### src/grlr_pkg.sv
// Shared types and constants of the gamma ramp resampler.
// Used by grlr_front, grlr_back and the top level; no dependencies.
`default_nettype none
package grlr_pkg;
   localparam int DEPTH_DEFAULT = 1024;
   localparam int IDX_W = 10;
   localparam int CHAN_W = 16;
   localparam int NCHAN = 3;
   localparam int WORD_W = CHAN_W * NCHAN;
   localparam int CNT_W = 11;
   localparam int CSR_IDX_W = 2;
   localparam int QDEPTH = 2;

   localparam logic [CSR_IDX_W-1:0] CSR_SOURCE_COUNT = 2'd0;
   localparam logic [CSR_IDX_W-1:0] CSR_TARGET_COUNT = 2'd1;
   localparam logic [CNT_W-1:0] SOURCE_RESET = 11'd256;
   localparam logic [CNT_W-1:0] TARGET_RESET = 11'd256;
   localparam logic OP_WRITE = 1'b0;
   localparam logic OP_QUERY = 1'b1;

   typedef struct packed {
      logic op;
      logic ok;
      logic [IDX_W-1:0] idx;
      logic [WORD_W-1:0] data;
   } cmd_type;
endpackage
`default_nettype wire

### src/grlr_front.sv
// Front end: count registers, word classification and the command queue.
// Depends on grlr_pkg.
`default_nettype none
module grlr_front import grlr_pkg::*; #(
   parameter int RAMP_DEPTH = DEPTH_DEFAULT,
   localparam int SW = ($clog2(RAMP_DEPTH + 1) > CNT_W) ? $clog2(RAMP_DEPTH + 1) : CNT_W
) (
   input  wire logic                 clock,
   input  wire logic                 reset,
   input  wire logic                 csr_we,
   input  wire logic [CSR_IDX_W-1:0] csr_index,
   input  wire logic [CNT_W-1:0]     csr_wdata,
   input  wire logic                 push,
   input  wire logic                 clearing,
   input  wire logic                 opcode,
   input  wire logic [IDX_W-1:0]     entry_index,
   input  wire logic [WORD_W-1:0]    entry_data,
   output logic                      full,
   output logic                      cmd_valid,
   output cmd_type                   cmd,
   input  wire logic                 cmd_pop,
   output logic      [SW-1:0]        src_eff,
   output logic      [CNT_W-1:0]     tgt_count
);
   localparam int PW = $clog2(QDEPTH);

   logic [CNT_W-1:0] src_cnt_ff, src_cnt_in;
   logic [CNT_W-1:0] tgt_cnt_ff, tgt_cnt_in;
   cmd_type          q_ff [QDEPTH];
   logic [PW-1:0]    wr_ptr_ff, wr_ptr_in, rd_ptr_ff, rd_ptr_in;
   logic [PW:0]      count_ff, count_in;
   logic             accept, take;
   cmd_type          new_cmd;

   always_comb begin
      src_cnt_in = src_cnt_ff;
      tgt_cnt_in = tgt_cnt_ff;
      if (csr_we) begin
         case (csr_index)
            CSR_SOURCE_COUNT: src_cnt_in = csr_wdata;
            CSR_TARGET_COUNT: tgt_cnt_in = csr_wdata;
            default: ;
         endcase
      end
   end

   always_comb begin
      if (src_cnt_ff == '0) begin
         src_eff = SW'(1);
      end else if (SW'(src_cnt_ff) > SW'(RAMP_DEPTH)) begin
         src_eff = SW'(RAMP_DEPTH);
      end else begin
         src_eff = SW'(src_cnt_ff);
      end
   end

   assign tgt_count = tgt_cnt_ff;
   assign full = (count_ff == (PW + 1)'(QDEPTH)) || clearing;
   assign accept = push && !full;
   assign cmd_valid = (count_ff != '0);
   assign take = cmd_pop && cmd_valid;
   assign cmd = q_ff[rd_ptr_ff];

   always_comb begin
      new_cmd.op = opcode;
      new_cmd.idx = entry_index;
      new_cmd.data = entry_data;
      if (opcode == OP_WRITE) begin
         new_cmd.ok = (SW'(entry_index) < src_eff);
      end else begin
         new_cmd.ok = (CNT_W'(entry_index) < tgt_cnt_ff);
      end
   end

   always_comb begin
      wr_ptr_in = accept ? PW'(wr_ptr_ff + 1'b1) : wr_ptr_ff;
      rd_ptr_in = take ? PW'(rd_ptr_ff + 1'b1) : rd_ptr_ff;
      count_in = count_ff;
      if (accept && !take) begin
         count_in = count_ff + 1'b1;
      end else if (take && !accept) begin
         count_in = count_ff - 1'b1;
      end
   end

   always_ff @(posedge clock) begin
      if (reset) begin
         src_cnt_ff <= SOURCE_RESET;
         tgt_cnt_ff <= TARGET_RESET;
         wr_ptr_ff <= '0;
         rd_ptr_ff <= '0;
         count_ff <= '0;
      end else begin
         src_cnt_ff <= src_cnt_in;
         tgt_cnt_ff <= tgt_cnt_in;
         wr_ptr_ff <= wr_ptr_in;
         rd_ptr_ff <= rd_ptr_in;
         count_ff <= count_in;
      end
   end

   always_ff @(posedge clock) begin
      if (accept) begin
         q_ff[wr_ptr_ff] <= new_cmd;
      end
   end
endmodule
`default_nettype wire

### config.mk
export PLATFORM = sky130hd
export DESIGN_NAME = grlr_front
export DESIGN_NICKNAME = d
export VERILOG_FILES = /design/src/grlr_pkg.sv /design/src/grlr_front.sv
export SDC_FILE = /design/constraint.sdc
export NUM_CORES = 1
export LEC_CHECK = 0
export ABC_AREA = 1
export BUFFER_PORTS_ARGS = -buffer_cell sky130_fd_sc_hd__buf_2
export CAP_MARGIN = 20
export CORE_UTILIZATION = 52
export DETAILED_ROUTE_END_ITERATION = 6
export PLACE_DENSITY = 0.8
export SYNTH_ARGS = -nofsm -noshare
export SYNTH_HDL_FRONTEND = slang
export SYNTH_SLANG_ARGS = --single-unit
export TNS_END_PERCENT = 20
### constraint.sdc
create_clock -name clock -period 4.8 [get_ports clock]
set_clock_uncertainty 0.05 [all_clocks]
set_input_delay 0.96 -clock clock [delete_from_list [all_inputs] [get_ports clock]]
set_output_delay 0.96 -clock clock [all_outputs]
set_load 0.01 [all_outputs]
==> reports/results.ini, run 1 <==
[timing]
max_freq_mhz = 336
period_needed_ns = 2.97
final-hold-violation-count = 0
rsz0062_at_grt = no
tns_ns = 0
worst_pin_slew_ns = 0.810
final.period_utilization_pct = 62.0
finalSetupViolations = 0
final_max_slew_viol_count = 0
maxSlewHeadroom_pct = 46.0

[detailed_routing]
initialDrtViolationCount = 178
viasPerCell = 5.17
drcViolationCount = 0
routedWlPerCell_um = 16.0
dr.pass1.iters = 6
drtAntennaViolNets = 0
via_count = 3814
wirelength_mm = 11.8

[clock_tree]
cts_num_sinks = 147
cts_tree = built
clkTransAtPathRegs_ns = 0.06
clock_latency_ns = 0.41
numCtsBuffers = 17
cts_resized = 0
cts_hold_buf = 0
cts_buffer_depth = 2
cts-root-buf = clkbuf_16
cts_htree_levels = 4
post_cts_buffers = 0

[setup_path]
cp_max_fo = 38
crit_type = reg -> out
regToRegSetupSlack_ns = 2.43
end_kind = primary output
start_kind = register
critPathArrivalTime_ns = 1.96
required_ns = 3.79

[grt]
grt_pass1_vias = 3672
grt_antenna_before_repair = 1
grt_overflow = 0
grt_use_total_pct = 20.7
grt_pass1_wl_mm = 17.9
grt_max_degree = 61

[min_path]
hold_path.class = reg -> reg

[layout]
drive_gt1_share_pct = 43.5
n_antenna_cell = 0
num-nets-final = 682
fin_util_pct = 68.2
seqCellArea_mm2 = 0.00415
fillers = 752
layout_commonest_cell = buf_2
final_cell_mix = buf_2 (161), edfxtp_1 (120), mux2_2 (60)
multi_input_area_mm2 = 0.00154
area_growth_pct = 26.8

[synth]
netlist_area_mm2 = 0.00589
synthTopCellsByArea = edfxtp_1 (61%), mux2_2 (11%), dfxtp_1 (9.2%)
yosysTopAreaCellShare_pct = 61.2
synthesis.nets = 511
ys_seq_elements = 147
synth_cells = 414
yosysTopAreaCell = edfxtp_1
yosysWarningCount = 0
synth_area_per_cell_um2 = 14.2
synth-seq-area-share_pct = 70.4
synthDistinctLibCells = 20

[floorplanning]
die_w_um = 108
core_mm2 = 0.0109
ios = 162
die_y_um = 108
die_area_mm2 = 0.0118
start_util_pct = 53.8
rows = 38

[pwr]
p_leak_nw = 3.01
p_switching_uw = 793
seqPwrFrac_pct = 45.2
power.density_mw_per_mm2 = 443
intPower_mw = 2.52
p_sw_share_pct = 24.0
ir_drop_mv = 0.280
p_comb_share_pct = 15.2
total_power_mw = 3.31
clockPowerShare_pct = 39.6

[place]
port_buffers = 161
gp_congestion = 0.834
post-dp-hpwl_mm = 8.08

[job]
drv_cap = 0

[run_status]
status = completed

cells by family after synthesis:
group / count (synthesis) / share of synthesized area [%]
fa+ha+maj: 19 / 4.04
compound gates: 62 / 5.42
mux: 60 / 11.5
simple gates: 71 / 5.04
flops: 147 / 70.4
buf+inv: 55 / 3.65
worst max-delay path, cell delays in order, from the launching register on:
cell,delay (ns)
dfxtp_2,0.50
buf_12,0.28
buf_4,0.26
mux2_2,0.36
buf_2,0.14
cells in the mapped netlist:
library cell    n
o211ai_1        1
a2bb2oi_1       1
nor2_1         23
ha_1           19
nand4_1         2
nor3_1          2
a21boi_0        1
a21oi_1        32
buf_2           7
inv_1          41
edfxtp_1      120
inv_2           1
nand3_1         7
clkbuf_1        6
mux2_2         60
dfxtp_1        27
o21ai_0        27
nor4_2          1
nor2_2          2
nand2_1        34
through the flow:
step | instance area, um2 | setup WS, ns | std cells | hold slack [ns]
final | 7460 | 1.83 | 738 | 0.427
after floorplan | 5890 | 0.590 | 414 | 0.397
after global placement | 6850 | 1.85 | 705 | 0.406
after CTS | 7440 | 1.32 | 737 | 0.429
after global routing | 7460 | 1.71 | 738 | 0.466
after detailed placement | 6850 | 1.79 | 705 | 0.424
flip-flops by register name (all words and copies together) (netlist names), named ones only:
register / flops
q_ff: 120
src_cnt_ff: 11
tgt_count: 11
count_ff: 2
rd_ptr_ff: 1
wr_ptr_ff: 1
per-layer routing:
layer	global-route usage (%)	share of wire [%]	wire length (um)
met1	25.4	43	5090
met3	8.56	8.4	995
met5	0	0.085	10
met2	33.7	47	5570
met4	5.41	1.1	128
final timing paths:
path | from | to | cells past startpoint
setup / recovery | register | cmd[34] | 4
hold / removal | rd_ptr_ff | register | 2
setup reg to reg | src_cnt_ff[4] | q_ff[1][58] | 14
hold reg to reg | rd_ptr_ff | register | 2
layout make-up:
class	instances	area share [%]
flip-flops and latches	147	55.5
multi-input cells	212	20.7
repair buffers	165	11.4
clock buffers	20	5.85
well taps	140	2.35
inverters	42	2.11
clock inverters	12	2.10
power groups by stage:
stage | clock [mW] | combinational (mW) | sequential (mW)
3_5_place_dp | 0 | 0.472 | 1.55
2_1_floorplan | 0 | 0.314 | 1.51
3_3_place_gp | 0 | 0.458 | 1.54
6_report | 1.31 | 0.503 | 1.50
4_1_cts | 1.33 | 0.477 | 1.52
5_1_grt | 1.39 | 0.556 | 1.50
(Power assumes the default switching activity.)
==> inputs of run 2 (changes only) <==
- clock period: 4.8 -> 3.04 ns (I/O delays scaled with it)
==> run 2 against run 1 <==
  * Non-clock buffer count did not move
  * Combinational power up 60%
  * Sequential power grew 58%
  * Global-route usage rose by 0.75 points
  * Power rose by 54%
  * First-iteration DRC count up 1.1%
  * Via count hardly changed
  * Worst setup slack lost 1.3 ns
  * Cell count unchanged
  * Largest power group unchanged
==> reports/results.ini, run 2 (same netlist as run 1, synthesis figures left out) <==
[layout]
n_antenna_cell = 0
largest_reg_flops = 120
largest_register = q_ff
drive_gt1_share_pct = 43.5
multi_input_area_mm2 = 0.00154
fin_util_pct = 68.2
fillers = 807
layout_commonest_cell = buf_2
final_cell_mix = buf_2 (161), edfxtp_1 (120), mux2_2 (60)
area_growth_pct = 26.7
num-nets-final = 682
seqCellArea_mm2 = 0.00415
stdcell_count = 738

[pwr]
seqPwrFrac_pct = 46.5
p_leak_nw = 3.01
p_sw_share_pct = 24.6
intPower_mw = 3.85
p_comb_share_pct = 15.7
ir_drop_mv = 0.341
clockPowerShare_pct = 37.8
p_switching_mw = 1.26
power.density_mw_per_mm2 = 685

[job]
drv_cap = 0

[clock_tree]
cts_hold_buf = 0
cts_tree = built
cts_htree_levels = 4
cts_resized = 0
post_cts_buffers = 0
clock_latency_ns = 0.41
numCtsBuffers = 17
cts_num_sinks = 147
clkTransAtPathRegs_ns = 0.06
cts-root-buf = clkbuf_16
cts_buffer_depth = 2

[place]
dpl.cell_count = 706
post-dp-hpwl_mm = 8.34
gp_congestion = 0.887
port_buffers = 161

[floorplanning]
core_mm2 = 0.0109
rows = 38
ios = 162
die_area_mm2 = 0.0118
start_util_pct = 53.8
die_w_um = 108
die_y_um = 108

[grt]
grt_pass1_wl_mm = 18.5
grt_pass1_vias = 3869
grt_overflow = 0
grt_max_degree = 61
grt_use_total_pct = 21.4
grt_antenna_before_repair = 0

[detailed_routing]
dr.pass1.iters = 4
wirelength_mm = 12.2
initialDrtViolationCount = 180
via_count = 3817
routedWlPerCell_um = 16.5
drcViolationCount = 0
viasPerCell = 5.17
drtAntennaViolNets = 0

[timing]
worst_pin_slew_ns = 0.631
tns_ns = 0
max_freq_mhz = 392
rsz0062_at_grt = no
final.period_utilization_pct = 83.8
final-hold-violation-count = 0
final_max_slew_viol_count = 0
maxSlewHeadroom_pct = 57.8
period_needed_ns = 2.55
finalSetupViolations = 0

[setup_path]
end_kind = primary output
crit_type = reg -> out
critPathArrivalTime_ns = 1.89
start_kind = register
required_ns = 2.38
regToRegSetupSlack_ns = 0.72
r2r_start = src_cnt_ff[4]
reg2regPathDepth = 14
cp_max_fo = 22
rr_endpoint = q_ff[1][58]

[min_path]
hold_path.class = in -> reg
hold_path_end = q_ff[0][15]
min_path_cells = 1
worstHoldStart = entry_data[15]

[run_status]
status = completed

==> run 2: cell count changes in the layout (fill, tap and decap cells not counted), sizes merged <==
cell	before	now
inv	43	46
clkbuf	20	25
bufinv	3	0
clkinv	5	2
clkinvlp	3	1
==> run 2: final cells by class <==
cell class | instances | area share [%]
clock inverter | 7 | 0.620
clock buffer | 25 | 6.79
timing repair buffer | 165 | 11.9
sequential | 147 | 55.6
multi-input combinational | 212 | 20.7
tap | 140 | 2.35
inverter | 42 | 2.11
==> run 2: worst max-delay path, cell delays in order (launching register included) <==
cell and delay (ns):
dfxtp_2 0.70, buf_12 0.25, mux2_2 0.37, buf_2 0.14
==> run 2: layer usage <==
metal	vias up	share of wire [%]	wire length, um	global-route usage, %
met5	-	0	0	0
met4	0	1.1	134	8.40
met3	11	9.0	1090	7.59
met2	152	50	6040	36.4
met1	1817	40	4910	24.6
li1	1837	-	-	-
==> run 2: worst max-delay path by stage <==
stage / startpoint / end / slack, ns / cells past startpoint
final: register / cmd[37] / 0.49 / 3
after global routing: register / cmd[31] / 0.40 / 3
after CTS: register / cmd[31] / 0.45 / 3
after detailed placement: src_cnt_ff[4] / q_ff[0][58] / 0.78 / 14
after global placement: src_cnt_ff[4] / q_ff[0][58] / 0.89 / 14
after floorplan: clearing / q_ff[0][0] / -0.82 / 3
==> run 2: through the flow <==
stage | total power [mW] | area [um2] | worst slack [ns] | hold slack (ns)
floorplan | 2.89 | 5890 | -0.818 | 0.397
global placement | 3.19 | 6910 | 0.888 | 0.407
detailed placement | 3.22 | 6910 | 0.775 | 0.425
CTS | 5.15 | 7460 | 0.452 | 0.317
global route | 5.31 | 7460 | 0.402 | 0.315
finish | 5.11 | 7460 | 0.491 | 0.338
==> run 2: power by group through the flow <==
stage	Combinational, mW	Clock (mW)	Sequential, mW
2_1_floorplan	0.495	0	2.39
3_3_place_gp	0.777	0	2.41
3_5_place_dp	0.804	0	2.42
4_1_cts	0.813	1.96	2.38
5_1_grt	0.880	2.04	2.39
6_report	0.803	1.93	2.37
